$ cat src/hw/rtl/health_monitor_backoff_macros.svh
// assertion macros shared by the health monitor rtl
// no dependencies
`ifndef HEALTH_MONITOR_BACKOFF_MACROS_SVH
`define HEALTH_MONITOR_BACKOFF_MACROS_SVH

// same-cycle implication, disabled during reset
`define HMB_ASSERT_IMP(label, clk, rst_n, ante, cons) \
    label: assert property (@(posedge clk) disable iff (!rst_n) (ante) |-> (cons)) \
        else $error("health monitor: implication check failed");

// next-cycle implication, disabled during reset
`define HMB_ASSERT_NXT(label, clk, rst_n, ante, cons) \
    label: assert property (@(posedge clk) disable iff (!rst_n) (ante) |=> (cons)) \
        else $error("health monitor: next-cycle check failed");

`endif

$ cat src/hw/rtl/hmb_pkg.sv
// types, codes and constants for the health monitor
// no dependencies
`timescale 1ns / 1ps
`default_nettype none

package hmb_pkg;

    localparam int MULT_W  = 14;
    localparam int LAT_W   = 32;
    localparam int TIME_W  = 32;
    localparam int CNT_W   = 16;
    localparam int ERR_W   = 5;
    localparam int LIMIT_W = 4;
    localparam int KIND_W  = 3;
    localparam int NUM_W   = LAT_W + CNT_W + 1;
    localparam int DEN_W   = CNT_W + 1;
    localparam int QUO_W   = LAT_W;
    localparam int STEP_W  = $clog2(QUO_W);

    localparam int IN_W    = 72;
    localparam int OUT_W   = 88;
    localparam int CFG_A_W = 3;

    localparam logic [MULT_W-1:0] MULT_ONE = MULT_W'(256);
    localparam logic [MULT_W-1:0] MULT_TWO = MULT_W'(512);
    localparam logic [MULT_W-1:0] MULT_SAT = {MULT_W{1'b1}};
    localparam logic [ERR_W-1:0]  ERR_SAT  = ERR_W'(16);
    localparam logic [CNT_W-1:0]  CHECK_SAT = {CNT_W{1'b1}};

    // reply kinds
    localparam logic [KIND_W-1:0] KIND_NOERROR  = 3'd0;
    localparam logic [KIND_W-1:0] KIND_NXDOMAIN = 3'd1;
    localparam logic [KIND_W-1:0] KIND_NOREC    = 3'd2;
    localparam logic [KIND_W-1:0] KIND_SERVFAIL = 3'd3;
    localparam logic [KIND_W-1:0] KIND_REFUSED  = 3'd4;
    localparam logic [KIND_W-1:0] KIND_TIMEOUT  = 3'd5;
    localparam logic [KIND_W-1:0] KIND_SENDFAIL = 3'd7;
    localparam logic [KIND_W-1:0] KIND_NONE     = 3'd7;

    // register indexes
    localparam logic [CFG_A_W-1:0] REG_MIN_MULT     = 3'd0;
    localparam logic [CFG_A_W-1:0] REG_MAX_MULT     = 3'd1;
    localparam logic [CFG_A_W-1:0] REG_OFFLINE_MULT = 3'd2;
    localparam logic [CFG_A_W-1:0] REG_INITIAL_MULT = 3'd3;
    localparam logic [CFG_A_W-1:0] REG_ERROR_LIMIT  = 3'd4;
    localparam logic [CFG_A_W-1:0] REG_EXPECTED     = 3'd5;
    localparam logic [CFG_A_W-1:0] REG_CHECK_ADDR   = 3'd6;

    typedef enum logic [1:0] {
        STAT_NONE    = 2'd0,
        STAT_OFFLINE = 2'd1,
        STAT_ONLINE  = 2'd2
    } hmb_status_t;

    typedef enum logic [2:0] {
        ST_IDLE,
        ST_MUL,
        ST_LOAD,
        ST_DIV,
        ST_DONE
    } hmb_state_t;

    typedef struct packed {
        logic             start;
        logic [NUM_W-1:0] num;
        logic [DEN_W-1:0] den;
    } hmb_div_req_t;

    typedef struct packed {
        logic             done;
        logic [QUO_W-1:0] quo;
    } hmb_div_rsp_t;

endpackage

`default_nettype wire

$ cat src/hw/rtl/hmb_div.sv
// restoring divider, one quotient bit per cycle
// depends on hmb_pkg; quotient must fit in QUO_W bits
`timescale 1ns / 1ps
`default_nettype none

module hmb_div
    import hmb_pkg::*;
(
    input  wire logic         clk,
    input  wire logic         rst_n,
    input  wire hmb_div_req_t req,
    output hmb_div_rsp_t      rsp
);

    logic [DEN_W-1:0]  rem_reg;
    logic [DEN_W-1:0]  rem_next;
    logic [QUO_W-1:0]  quo_reg;
    logic [DEN_W-1:0]  den_reg;
    logic [STEP_W-1:0] cnt_reg;
    logic              busy_reg;
    logic              done_reg;
    logic [DEN_W:0]    shifted;
    logic              ge;

    assign shifted = {rem_reg, quo_reg[QUO_W-1]};
    assign ge      = shifted >= {1'b0, den_reg};

    always_comb
    begin
        if (ge)
        begin
            rem_next = DEN_W'(shifted - {1'b0, den_reg});
        end
        else
        begin
            rem_next = shifted[DEN_W-1:0];
        end
    end

    always_ff @(posedge clk or negedge rst_n)
    begin
        if (!rst_n)
        begin
            busy_reg <= 1'b0;
            done_reg <= 1'b0;
            cnt_reg  <= '0;
        end
        else
        begin
            done_reg <= 1'b0;
            if (req.start)
            begin
                busy_reg <= 1'b1;
                cnt_reg  <= STEP_W'(QUO_W - 1);
            end
            else if (busy_reg)
            begin
                cnt_reg <= cnt_reg - 1'b1;
                if (cnt_reg == '0)
                begin
                    busy_reg <= 1'b0;
                    done_reg <= 1'b1;
                end
            end
        end
    end

    // high dividend bits start as remainder, low bits shift out as quotient shifts in
    always_ff @(posedge clk)
    begin
        if (req.start)
        begin
            rem_reg <= req.num[NUM_W-1:QUO_W];
            quo_reg <= req.num[QUO_W-1:0];
            den_reg <= req.den;
        end
        else if (busy_reg)
        begin
            rem_reg <= rem_next;
            quo_reg <= {quo_reg[QUO_W-2:0], ge};
        end
    end

    assign rsp.done = done_reg;
    assign rsp.quo  = quo_reg;

endmodule

`default_nettype wire

$ cat src/hw/rtl/health_monitor_backoff.sv
// health monitor with exponential probe interval back-off, top level
// depends on hmb_pkg, hmb_div and health_monitor_backoff_macros.svh
`timescale 1ns / 1ps
`default_nettype none
`include "health_monitor_backoff_macros.svh"

// Each accepted request is one probe outcome; it yields exactly one result.
// The block takes one request at a time: s_tready is high only while idle.
// A request that does not update the running mean latency (any error, or a
// success that brings the target back online) goes from accept to ST_DONE;
// a success while alive passes ST_MUL, ST_LOAD and ST_DIV first, where one
// 32x16 multiply and the 32-step serial divider form the new mean. The
// result sits in an output register, so a new request is accepted while it
// waits to be taken. Configuration writes are applied at once, index 7 is
// ignored; initial_mult reloads the multiplier unless a request is accepted.

module health_monitor_backoff
    import hmb_pkg::*;
(
    input  wire logic               clk,
    input  wire logic               rst_n,
    input  wire logic               s_tvalid,
    output logic                    s_tready,
    // reply_kind[2:0], address_readable[3], address_blocked[4],
    // probe_latency[36:5], now_time[68:37], zero[71:69]
    input  wire logic [IN_W-1:0]    s_tdata,
    output logic                    m_tvalid,
    input  wire logic               m_tready,
    // alive[0], status_change[2:1], next_mult[16:3], mean_latency[48:17],
    // total_downtime[80:49], error_count[85:81], zero[87:86]
    output logic [OUT_W-1:0]        m_tdata,
    input  wire logic               cfg_we,
    input  wire logic [CFG_A_W-1:0] cfg_addr,
    input  wire logic [MULT_W-1:0]  cfg_wdata
);

    // input fields
    logic [KIND_W-1:0] reply_kind;
    logic              address_readable;
    logic              address_blocked;
    logic [LAT_W-1:0]  probe_latency;
    logic [TIME_W-1:0] now_time;

    assign reply_kind       = s_tdata[2:0];
    assign address_readable = s_tdata[3];
    assign address_blocked  = s_tdata[4];
    assign probe_latency    = s_tdata[36:5];
    assign now_time         = s_tdata[68:37];

    // configuration
    logic [MULT_W-1:0]  min_mult_reg;
    logic [MULT_W-1:0]  max_mult_reg;
    logic [MULT_W-1:0]  offline_mult_reg;
    logic [LIMIT_W-1:0] error_limit_reg;
    logic [KIND_W-1:0]  expected_reg;
    logic               check_addr_reg;

    // monitor state
    logic               alive_reg;
    logic               alive_next;
    logic [ERR_W-1:0]   err_count_reg;
    logic [ERR_W-1:0]   err_count_next;
    logic [MULT_W-1:0]  mult_reg;
    logic [MULT_W-1:0]  mult_next;
    logic [LAT_W-1:0]   lat_mean_reg;
    logic [CNT_W-1:0]   check_count_reg;
    logic [CNT_W-1:0]   check_count_next;
    logic [TIME_W-1:0]  since_reg;
    logic [TIME_W-1:0]  since_next;
    logic [TIME_W-1:0]  down_reg;
    logic [TIME_W-1:0]  down_next;
    hmb_status_t        status_reg;
    hmb_status_t        status_next;
    logic               mean_load;
    logic               need_div;

    // mean update datapath
    logic [LAT_W-1:0]       lat_reg;
    logic [CNT_W-1:0]       n_reg;
    logic [LAT_W+CNT_W-1:0] prod_reg;

    hmb_state_t   state_reg;
    hmb_state_t   state_next;
    logic         accept;
    logic         out_free;
    logic         m_tvalid_reg;
    logic [OUT_W-1:0] m_tdata_reg;
    hmb_div_req_t div_req;
    hmb_div_rsp_t div_rsp;

    // classification and state update
    logic [ERR_W-1:0]  err_pre;
    logic              ok;
    logic [MULT_W:0]   mult_dbl;
    logic [MULT_W-1:0] mult_dbl_sat;

    assign accept   = s_tvalid && s_tready;
    assign out_free = !m_tvalid_reg || m_tready;
    assign mult_dbl = {mult_reg, 1'b0};
    assign mult_dbl_sat = (mult_dbl > {1'b0, MULT_SAT}) ? MULT_SAT : mult_dbl[MULT_W-1:0];

    always_comb
    begin
        err_pre = err_count_reg;
        if ((reply_kind == KIND_SENDFAIL) && (err_count_reg < ERR_SAT))
        begin
            err_pre = err_count_reg + 1'b1;
        end

        priority if (reply_kind == KIND_SENDFAIL)
        begin
            ok = 1'b0;
        end
        else if ((reply_kind == KIND_SERVFAIL) || (reply_kind == KIND_REFUSED) ||
                 (reply_kind == KIND_TIMEOUT))
        begin
            ok = 1'b0;
        end
        else if (expected_reg != KIND_NONE)
        begin
            ok = (reply_kind == expected_reg) ||
                 ((reply_kind == KIND_NOREC) && (expected_reg == KIND_NXDOMAIN));
        end
        else if (check_addr_reg)
        begin
            ok = (reply_kind == KIND_NOERROR) && address_readable && !address_blocked;
        end
        else
        begin
            ok = 1'b1;
        end

        alive_next       = alive_reg;
        err_count_next   = err_pre;
        mult_next        = mult_reg;
        check_count_next = check_count_reg;
        since_next       = since_reg;
        down_next        = down_reg;
        status_next      = STAT_NONE;
        mean_load        = 1'b0;
        need_div         = 1'b0;

        if (ok)
        begin
            err_count_next = '0;
            if (!alive_reg)
            begin
                mult_next        = MULT_ONE;
                down_next        = down_reg + (now_time - since_reg);
                since_next       = '0;
                check_count_next = CNT_W'(1);
                mean_load        = 1'b1;
                alive_next       = 1'b1;
                status_next      = STAT_ONLINE;
            end
            else
            begin
                if (mult_reg < max_mult_reg)
                begin
                    mult_next = (mult_reg < MULT_ONE) ? MULT_ONE : mult_dbl_sat;
                end
                else
                begin
                    mult_next = max_mult_reg;
                end
                if (check_count_reg < CHECK_SAT)
                begin
                    check_count_next = check_count_reg + 1'b1;
                end
                need_div = 1'b1;
            end
        end
        else if (alive_reg)
        begin
            if (err_pre < {1'b0, error_limit_reg})
            begin
                err_count_next = err_pre + 1'b1;
                if (mult_reg > min_mult_reg)
                begin
                    mult_next = (mult_reg < MULT_ONE) ? MULT_ONE : (mult_reg >> 1);
                end
            end
            else
            begin
                alive_next  = 1'b0;
                since_next  = now_time;
                mult_next   = MULT_TWO;
                status_next = STAT_OFFLINE;
            end
        end
        else
        begin
            mult_next = (mult_reg < offline_mult_reg) ? mult_dbl_sat : offline_mult_reg;
        end
    end

    always_ff @(posedge clk or negedge rst_n)
    begin
        if (!rst_n)
        begin
            min_mult_reg     <= MULT_W'(26);
            max_mult_reg     <= MULT_W'(8192);
            offline_mult_reg <= MULT_W'(2048);
            error_limit_reg  <= LIMIT_W'(2);
            expected_reg     <= KIND_NONE;
            check_addr_reg   <= 1'b0;
        end
        else if (cfg_we)
        begin
            unique case (cfg_addr)
                REG_MIN_MULT:     min_mult_reg     <= cfg_wdata;
                REG_MAX_MULT:     max_mult_reg     <= cfg_wdata;
                REG_OFFLINE_MULT: offline_mult_reg <= cfg_wdata;
                REG_ERROR_LIMIT:  error_limit_reg  <= cfg_wdata[LIMIT_W-1:0];
                REG_EXPECTED:     expected_reg     <= cfg_wdata[KIND_W-1:0];
                REG_CHECK_ADDR:   check_addr_reg   <= cfg_wdata[0];
                default:          ;
            endcase
        end
    end

    always_ff @(posedge clk or negedge rst_n)
    begin
        if (!rst_n)
        begin
            alive_reg       <= 1'b1;
            err_count_reg   <= '0;
            mult_reg        <= MULT_W'(26);
            lat_mean_reg    <= '0;
            check_count_reg <= '0;
            since_reg       <= '0;
            down_reg        <= '0;
            status_reg      <= STAT_NONE;
        end
        else
        begin
            if (accept)
            begin
                alive_reg       <= alive_next;
                err_count_reg   <= err_count_next;
                mult_reg        <= mult_next;
                check_count_reg <= check_count_next;
                since_reg       <= since_next;
                down_reg        <= down_next;
                status_reg      <= status_next;
                if (mean_load)
                begin
                    lat_mean_reg <= probe_latency;
                end
            end
            else if (cfg_we && (cfg_addr == REG_INITIAL_MULT))
            begin
                mult_reg <= cfg_wdata;
            end
            if (div_rsp.done)
            begin
                lat_mean_reg <= div_rsp.quo;
            end
        end
    end

    // mean = (lat + mean * n) / (n + 1)
    always_ff @(posedge clk)
    begin
        if (accept)
        begin
            lat_reg <= probe_latency;
            n_reg   <= check_count_reg;
        end
        if (state_reg == ST_MUL)
        begin
            prod_reg <= lat_mean_reg * n_reg;
        end
    end

    always_comb
    begin
        div_req.start = 1'b0;
        div_req.num   = {1'b0, prod_reg} + {{(NUM_W-LAT_W){1'b0}}, lat_reg};
        div_req.den   = {1'b0, n_reg} + 1'b1;
        state_next    = state_reg;
        s_tready      = 1'b0;
        unique case (state_reg)
            ST_IDLE:
            begin
                s_tready = 1'b1;
                if (s_tvalid)
                begin
                    state_next = need_div ? ST_MUL : ST_DONE;
                end
            end
            ST_MUL:
            begin
                state_next = ST_LOAD;
            end
            ST_LOAD:
            begin
                div_req.start = 1'b1;
                state_next    = ST_DIV;
            end
            ST_DIV:
            begin
                if (div_rsp.done)
                begin
                    state_next = ST_DONE;
                end
            end
            ST_DONE:
            begin
                if (out_free)
                begin
                    state_next = ST_IDLE;
                end
            end
            default:
            begin
                state_next = ST_IDLE;
            end
        endcase
    end

    always_ff @(posedge clk or negedge rst_n)
    begin
        if (!rst_n)
        begin
            state_reg    <= ST_IDLE;
            m_tvalid_reg <= 1'b0;
        end
        else
        begin
            state_reg <= state_next;
            if ((state_reg == ST_DONE) && out_free)
            begin
                m_tvalid_reg <= 1'b1;
            end
            else if (m_tready)
            begin
                m_tvalid_reg <= 1'b0;
            end
        end
    end

    always_ff @(posedge clk)
    begin
        if ((state_reg == ST_DONE) && out_free)
        begin
            m_tdata_reg <= {2'b00, err_count_reg, down_reg, lat_mean_reg, mult_reg,
                            status_reg, alive_reg};
        end
    end

    assign m_tvalid = m_tvalid_reg;
    assign m_tdata  = m_tdata_reg;

    hmb_div u_div (
        .clk   (clk),
        .rst_n (rst_n),
        .req   (div_req),
        .rsp   (div_rsp)
    );

    `HMB_ASSERT_IMP(a_err_range, clk, rst_n, 1'b1, err_count_reg <= ERR_SAT)
    `HMB_ASSERT_IMP(a_div_done_state, clk, rst_n, div_rsp.done, state_reg == ST_DIV)
    `HMB_ASSERT_NXT(a_accept_next, clk, rst_n, accept,
        (state_reg == ST_MUL) || (state_reg == ST_DONE))
    `HMB_ASSERT_IMP(a_online_clears_err, clk, rst_n, $rose(alive_reg),
        (err_count_reg == '0) && (status_reg == STAT_ONLINE))

endmodule

`default_nettype wire
$ cat config.mk
export PLATFORM = sky130hd
export DESIGN_NAME = health_monitor_backoff
export DESIGN_NICKNAME = d
export VERILOG_FILES = /design/src/hw/rtl/hmb_pkg.sv /design/src/hw/rtl/hmb_div.sv /design/src/hw/rtl/health_monitor_backoff.sv
export VERILOG_INCLUDE_DIRS = /design/src /design/src/hw/rtl
export SDC_FILE = /design/constraint.sdc
export NUM_CORES = 2
export LEC_CHECK = 0
export ABC_AREA = 1
export ABC_CLOCK_PERIOD_IN_PS = 5800
export BUFFER_PORTS_ARGS = -buffer_cell sky130_fd_sc_hd__buf_2
export CAP_MARGIN = 30
export CORE_ASPECT_RATIO = 1.25
export CORE_MARGIN = 1.5
export CORE_UTILIZATION = 50
export CTS_BUF_LIST = sky130_fd_sc_hd__clkbuf_2
export DETAILED_ROUTE_END_ITERATION = 8
export HOLD_SLACK_MARGIN = 0.1
export PLACE_DENSITY = 0.66
export SYNTH_ARGS = -nofsm -noshare
export SYNTH_HDL_FRONTEND = slang
export SYNTH_HIERARCHICAL = 1
export SYNTH_SLANG_ARGS = --single-unit
$ cat constraint.sdc
create_clock -name clk -period 5.8 [get_ports clk]
set_clock_uncertainty 0.15 [all_clocks]
set_input_delay 1.16 -clock clk [delete_from_list [all_inputs] [get_ports clk]]
set_output_delay 1.16 -clock clk [all_outputs]
set_load 0.05 [all_outputs]
=== After elaboration in Yosys (flattened, before gate mapping) ===
Cells that the tools add are included.

* Muxes and demuxes: 62
* Divide/modulo/power cells: 0
* $add $sub $neg: 9
* $lt $le $gt $ge: 9
* Reduce and logical (&&, ||, !) cells: 35
* Bitwise operators: 1
* Shift-type cells: 0
* Multipliers: 1
* Equality and inequality tests: 25

{| class="wikitable"
|+ Operators by type and width
! operator !! count
|-
| 2-to-1 mux 32 bit || 9
|-
| 2-to-1 mux 14 bit || 11
|-
| 2-to-1 mux 17 bit || 3
|-
| adder 48 x 32 -> 49 bit || 1
|-
| multiplier 32 x 16 -> 48 bit || 1
|-
| adder 32 bit || 1
|-
| 2-to-1 mux 16 bit || 2
|-
| subtractor 32 bit || 1
|-
| 2-to-1 mux 5 bit || 6
|-
| less-than comparator 14 bit || 2
|-
| 2-to-1 mux 1 bit || 23
|-
| == test 3 bit (second input constant) || 7
|-
| == test 3 x 2 -> 1 bit (second input constant) || 6
|-
| >= comparator 18 x 17 -> 1 bit || 1
|-
| adder 16 x 1 -> 17 bit (second input constant) || 1
|-
| subtractor 17 bit || 1
|-
| adder 16 x 1 -> 16 bit (second input constant) || 1
|-
| less-than comparator 16 bit (second input constant) || 1
|-
| AND reduction 2 bit || 8
|-
| > comparator 15 x 14 -> 1 bit (second input constant) || 1
|-
| case mux 3 bit (5 select lines) || 1
|-
| > comparator 14 bit || 1
|-
| less-than comparator 14 x 9 -> 1 bit (second input constant) || 1
|-
| 2-to-1 mux 13 bit || 1
|-
| other kinds (21) || 51
|}

* Register bits after elaboration: 443
* Word-level logic and storage cells: 168
* Bits in writable memories: 0
* Latch bits: 0
* Memory bits (read-only): 0
* Output and inout bits: 90
* Input bits: 94
* Memories: 0

=== Depth between registers and ports, before layout ===
* Word-level depth: 11
* Mapped depth: 29
* Gate-level depth less buffers: 27

=== Cells and area by module ===
Netlist, hierarchy kept.

{| class="wikitable"
|+ Modules (own cells, without submodules)
! module !! cells an instance !! times used !! area each (µm²) !! sequential area each (µm²)
|-
| health_monitor_backoff || 4,969 || 1 || 38,889.8 || 10,186.0
|-
| hmb_div || 542 || 1 || 4,342.9 || 2,157.1
|}

=== Least setup slack after synthesis ===
Ideal clock, no wire load.

* Kind: reg2reg
* From: register lat_mean_reg[5]
* To: register prod_reg[45], data pin
* Arrival: 5,480 ps
* Period minus slack after synthesis: 5,883 ps
* Setup slack: -83 ps
* Path buffers: 2
* Setup time: 253 ps
* Required time: 5,397 ps
* Cell stages (with the launch flop): 28
* Cells stage by stage: dfrtp_1 clkbuf_1 clkbuf_1 nand2_1 fa_1 inv_1 fa_1 inv_1 fa_1 inv_1 fa_1 fa_1 inv_1 fa_1 inv_1 ha_1 nand2_1 nand2_1 inv_1 nor2_1 nor2_1 nor2_1 nor2_1 nor2_1 o21ai_0 nand3_1 nand2_1 nand2_1

* Word-level cells in the longest chain between the ends: 1

{| class="wikitable"
|+ Ends and longest elaborated chain
! element !! RTL line !! text
|-
| start: declaration || health_monitor_backoff.sv:65 || <nowiki>logic [LAT_W-1:0] lat_mean_reg;</nowiki>
|-
| start signal: assignment || health_monitor_backoff.sv:248 || <nowiki>lat_mean_reg <= probe_latency;</nowiki>
|-
| start signal: assignment || health_monitor_backoff.sv:257 || <nowiki>lat_mean_reg <= div_rsp.quo;</nowiki>
|-
| multiplier 32 x 16 -> 48 bit || health_monitor_backoff.sv:272 || <nowiki>prod_reg <= lat_mean_reg * n_reg;</nowiki>
|-
| end signal: assignment || health_monitor_backoff.sv:272 ||
|-
| end: declaration || health_monitor_backoff.sv:80 || <nowiki>logic [LAT_W+CNT_W-1:0] prod_reg;</nowiki>
|}

No other way between the ends.
A chain may end at the register's enable or synchronous reset.

=== Final worst setup path ===
* From: register n_reg[6]
* To: register prod_reg[20], data pin

* Word-level cells in the longest chain between the ends: 1

{| class="wikitable"
|+ Ends and longest elaborated chain
! element !! RTL line !! text
|-
| start: declaration || health_monitor_backoff.sv:79 || <nowiki>logic [CNT_W-1:0] n_reg;</nowiki>
|-
| start signal: assignment || health_monitor_backoff.sv:268 || <nowiki>n_reg <= check_count_reg;</nowiki>
|-
| multiplier 32 x 16 -> 48 bit || health_monitor_backoff.sv:272 ||
|}

No other way between the ends.

==> flow_metrics.tcl <==
set metrics [dict create \
    outcome "finished with violations" \
    violations "setup timing" \
    dp_slack_ns -0.317 \
    start_kind "register" \
    antenna_found_initial 3 \
    largest_register_ffs 86 \
    avgSynthCellArea_um2 7.84 \
    ys_top_cells_by_count "nand2_1 (1,558), inv_1 (1,188), fa_1 (451)" \
    slew_headroom_pct 30.1 \
    wire_per_inst_um 17.9 \
    whs_ns 0.287 \
    finalWirelength_um 131000 \
    finalNetCount 6826 \
    die-area_um2 88200 \
    grt_use_total_pct 29.8 \
    crit_family "adder cells" \
    viasPerCell 5.18 \
    cp.arrival_ns 6.85 \
    ys_async_sr_fraction_pct 44.0 \
    path_clk_slew_ns 0.11 \
    worstPathMaxFanout 6 \
    yosysTopAreaCell "fa_1" \
    cp.required_ns 6.70 \
    synth_top_area_share_pct 20.9 \
    dr.pass1.iters 6 \
    io_pins 184 \
    grt_max_degree 113 \
    clockRootBuffer "clkbuf_2" \
    slew_violations 0 \
    seq_area_frac_synth_pct 28.6 \
    crit_buf_inv 11 \
    ys_types 53 \
    grt_first_pass_wirelength_um 205000 \
    first_iter_violations 2358 \
    syn2layout_area_growth_pct 20.7 \
    grt-ovfl-total 0 \
    htreeDepth 3 \
    fmax_mhz 168 \
    period_share_pct 103 \
    synth-seq-cells 443 \
    core_um2 85700 \
    endpoint_kind "register" \
    cts_buffers 117 \
    rows 120 \
    yosys-top-cells-area "fa_1 (21%), edfxtp_1 (17%), nand2_1 (14%)" \
    layout_setup_ws_ns -0.148 \
    routabilityCongestion 0.954 \
    max-clock-path-buffers 3 \
    synth_area_um2 43200 \
    cap_violations 0 \
    worstHoldPathType "reg -> reg" \
    finalSetupViolCount 18 \
    route.detailed.drc 0 \
    port_buffers 178 \
    dpl_cell_area_um2 47500 \
    slowest_delay_ns 0.58 \
    netlist_instances 5511 \
    drive_above_1_share_pct 19.0 \
    synthFlopType "edfxtp_1" \
    initial_core_util_pct 50.4 \
    cts_sinks 443 \
    antenna_left 0 \
    yosysMostFrequentCell "nand2_1" \
    die_w_um 266 \
    vias 37800 \
    rsz0062_at_grt "true" \
    clock_latency_ns 1.34 \
    crit_type "reg -> reg" \
    grt_pass1_vias 38800 \
    min_period_ns 5.95 \
    synth_edf_count 248 \
    tns_ns -1.30 \
    cpMaxStageDelayCell "fa_1" \
    hold_violations 0 \
    die_y_um 332 \
    stdcell_area_um2 52200 \
    yosys_warnings 6 \
    dp_hpwl_um 99200 \
    cts_tree "yes" \
    worst_pin_slew_ns 1.05 \
]
[worst paths after layout]
path,cells past startpoint,slack [ns],start,to
setup / recovery,25,-0.15,n_reg[6],prod_reg[20]
setup reg to reg,25,-0.15,n_reg[6],prod_reg[20]
hold / removal,0,0.29,check_count_reg[7],n_reg[7]
max in group asynchronous,3,3.96,rst_n,down_reg[10]
min in group asynchronous,2,0.30,rst_n,check_count_reg[6]
hold reg to reg,0,0.29,check_count_reg[7],n_reg[7]
[cell families after synthesis]
group / synth area share [%]
simple gates: 22.1
buf+inv: 12.4
fa+ha+maj: 28.1
compound gates: 6.27
flops: 28.6
xor+xnor: 2.59
other cells: 0.00867
[metrics by stage]
stage	instances	util, %
2_1_floorplan	5512	-
3_3_place_gp	6934	55.4
3_5_place_dp	6935	55.4
4_1_cts	7276	59.8
5_1_grt	7296	60.9
6_report	7297	60.9
[worst register-to-register path: stages, from the launching register on]
cell and delay, ns:
edfxtp_1 0.46, buf_6 0.17, clkbuf_16 0.18, nand2_4 0.06, inv_2 0.03, fa_1 0.54, inv_2 0.04, fa_1 0.58
fa_2 0.46, fa_1 0.51, inv_2 0.04, fa_1 0.49, inv_2 0.05, fa_1 0.54, inv_2 0.06, ha_4 0.26
a21o_1 0.19, inv_1 0.08, o21ai_2 0.08, buf_4 0.15, a21oi_4 0.14, buf_4 0.15, o21bai_4 0.07, a21oi_2 0.12
xnor2_1 0.07, buf_4 0.14
[per-layer routing]
| layer | up-vias | track usage (%) | wire length, µm |
|---|---|---|---|
| li1 | 17900 | - | - |
| met3 | 379 | 4.54 | 7510 |
| met4 | 0 | 14.9 | 7300 |
| met5 | - | 0 | 0 |
| met2 | 1250 | 52.9 | 66100 |
| met1 | 18300 | 34.7 | 50000 |
[cells in the final DEF, fill, tap and decap left out, types with 12 or more instances in the layout]
cell type      count
dfstp_2           13
nand3b_1          25
nor2_2            40
nor2_4            38
nand2_1         1484
dlygate4sd3_1     88
ha_1             216
nand2_4           27
nand4_1           37
a21o_1            15
dfrtp_1          172
xor2_1            70
xnor2_1           46
o21ai_1           52
ha_4              33
buf_2            177
inv_2             87
clkinv_1          36
nand3_2           18
clkbuf_2         168
a21oi_4           15
fa_1             422
buf_4            251
buf_12            55
a21oi_2           33
inv_1           1104
edfxtp_1         248
nand3_1          275
o21ai_2           12
buf_6             22
nor2_1           267
fa_2              29
nand2_2           58
a21oi_1          150
nor3_1            31
o21ai_0          165
[final cells by class]
class                   count  area, µm²
fillers                  7630      33500
inverters                1199       4510
multi-input cells        3669      27400
well taps                1159       1450
flip-flops and latches    443      12400
repair buffers            601       5180
clock inverters            54        418
clock buffers             168        841
diodes                      4       10.0
[what timing repair did]
| item | in CTS | in global routing |
|---|---|---|
| endpoints found under the setup margin | 36 | 33 |
| gates resized for setup | 340 | 219 |
| buffers inserted | 29 | 16 |
| endpoints found under the hold margin | 244 | 0 |
| cloned | 3 | 3 |
| hold buffers | 88 | 0 |
| pin swaps | 181 | 107 |
Power is not shown: default switching activity piles up to over one toggle a cycle in this logic, so the estimate is an artifact.
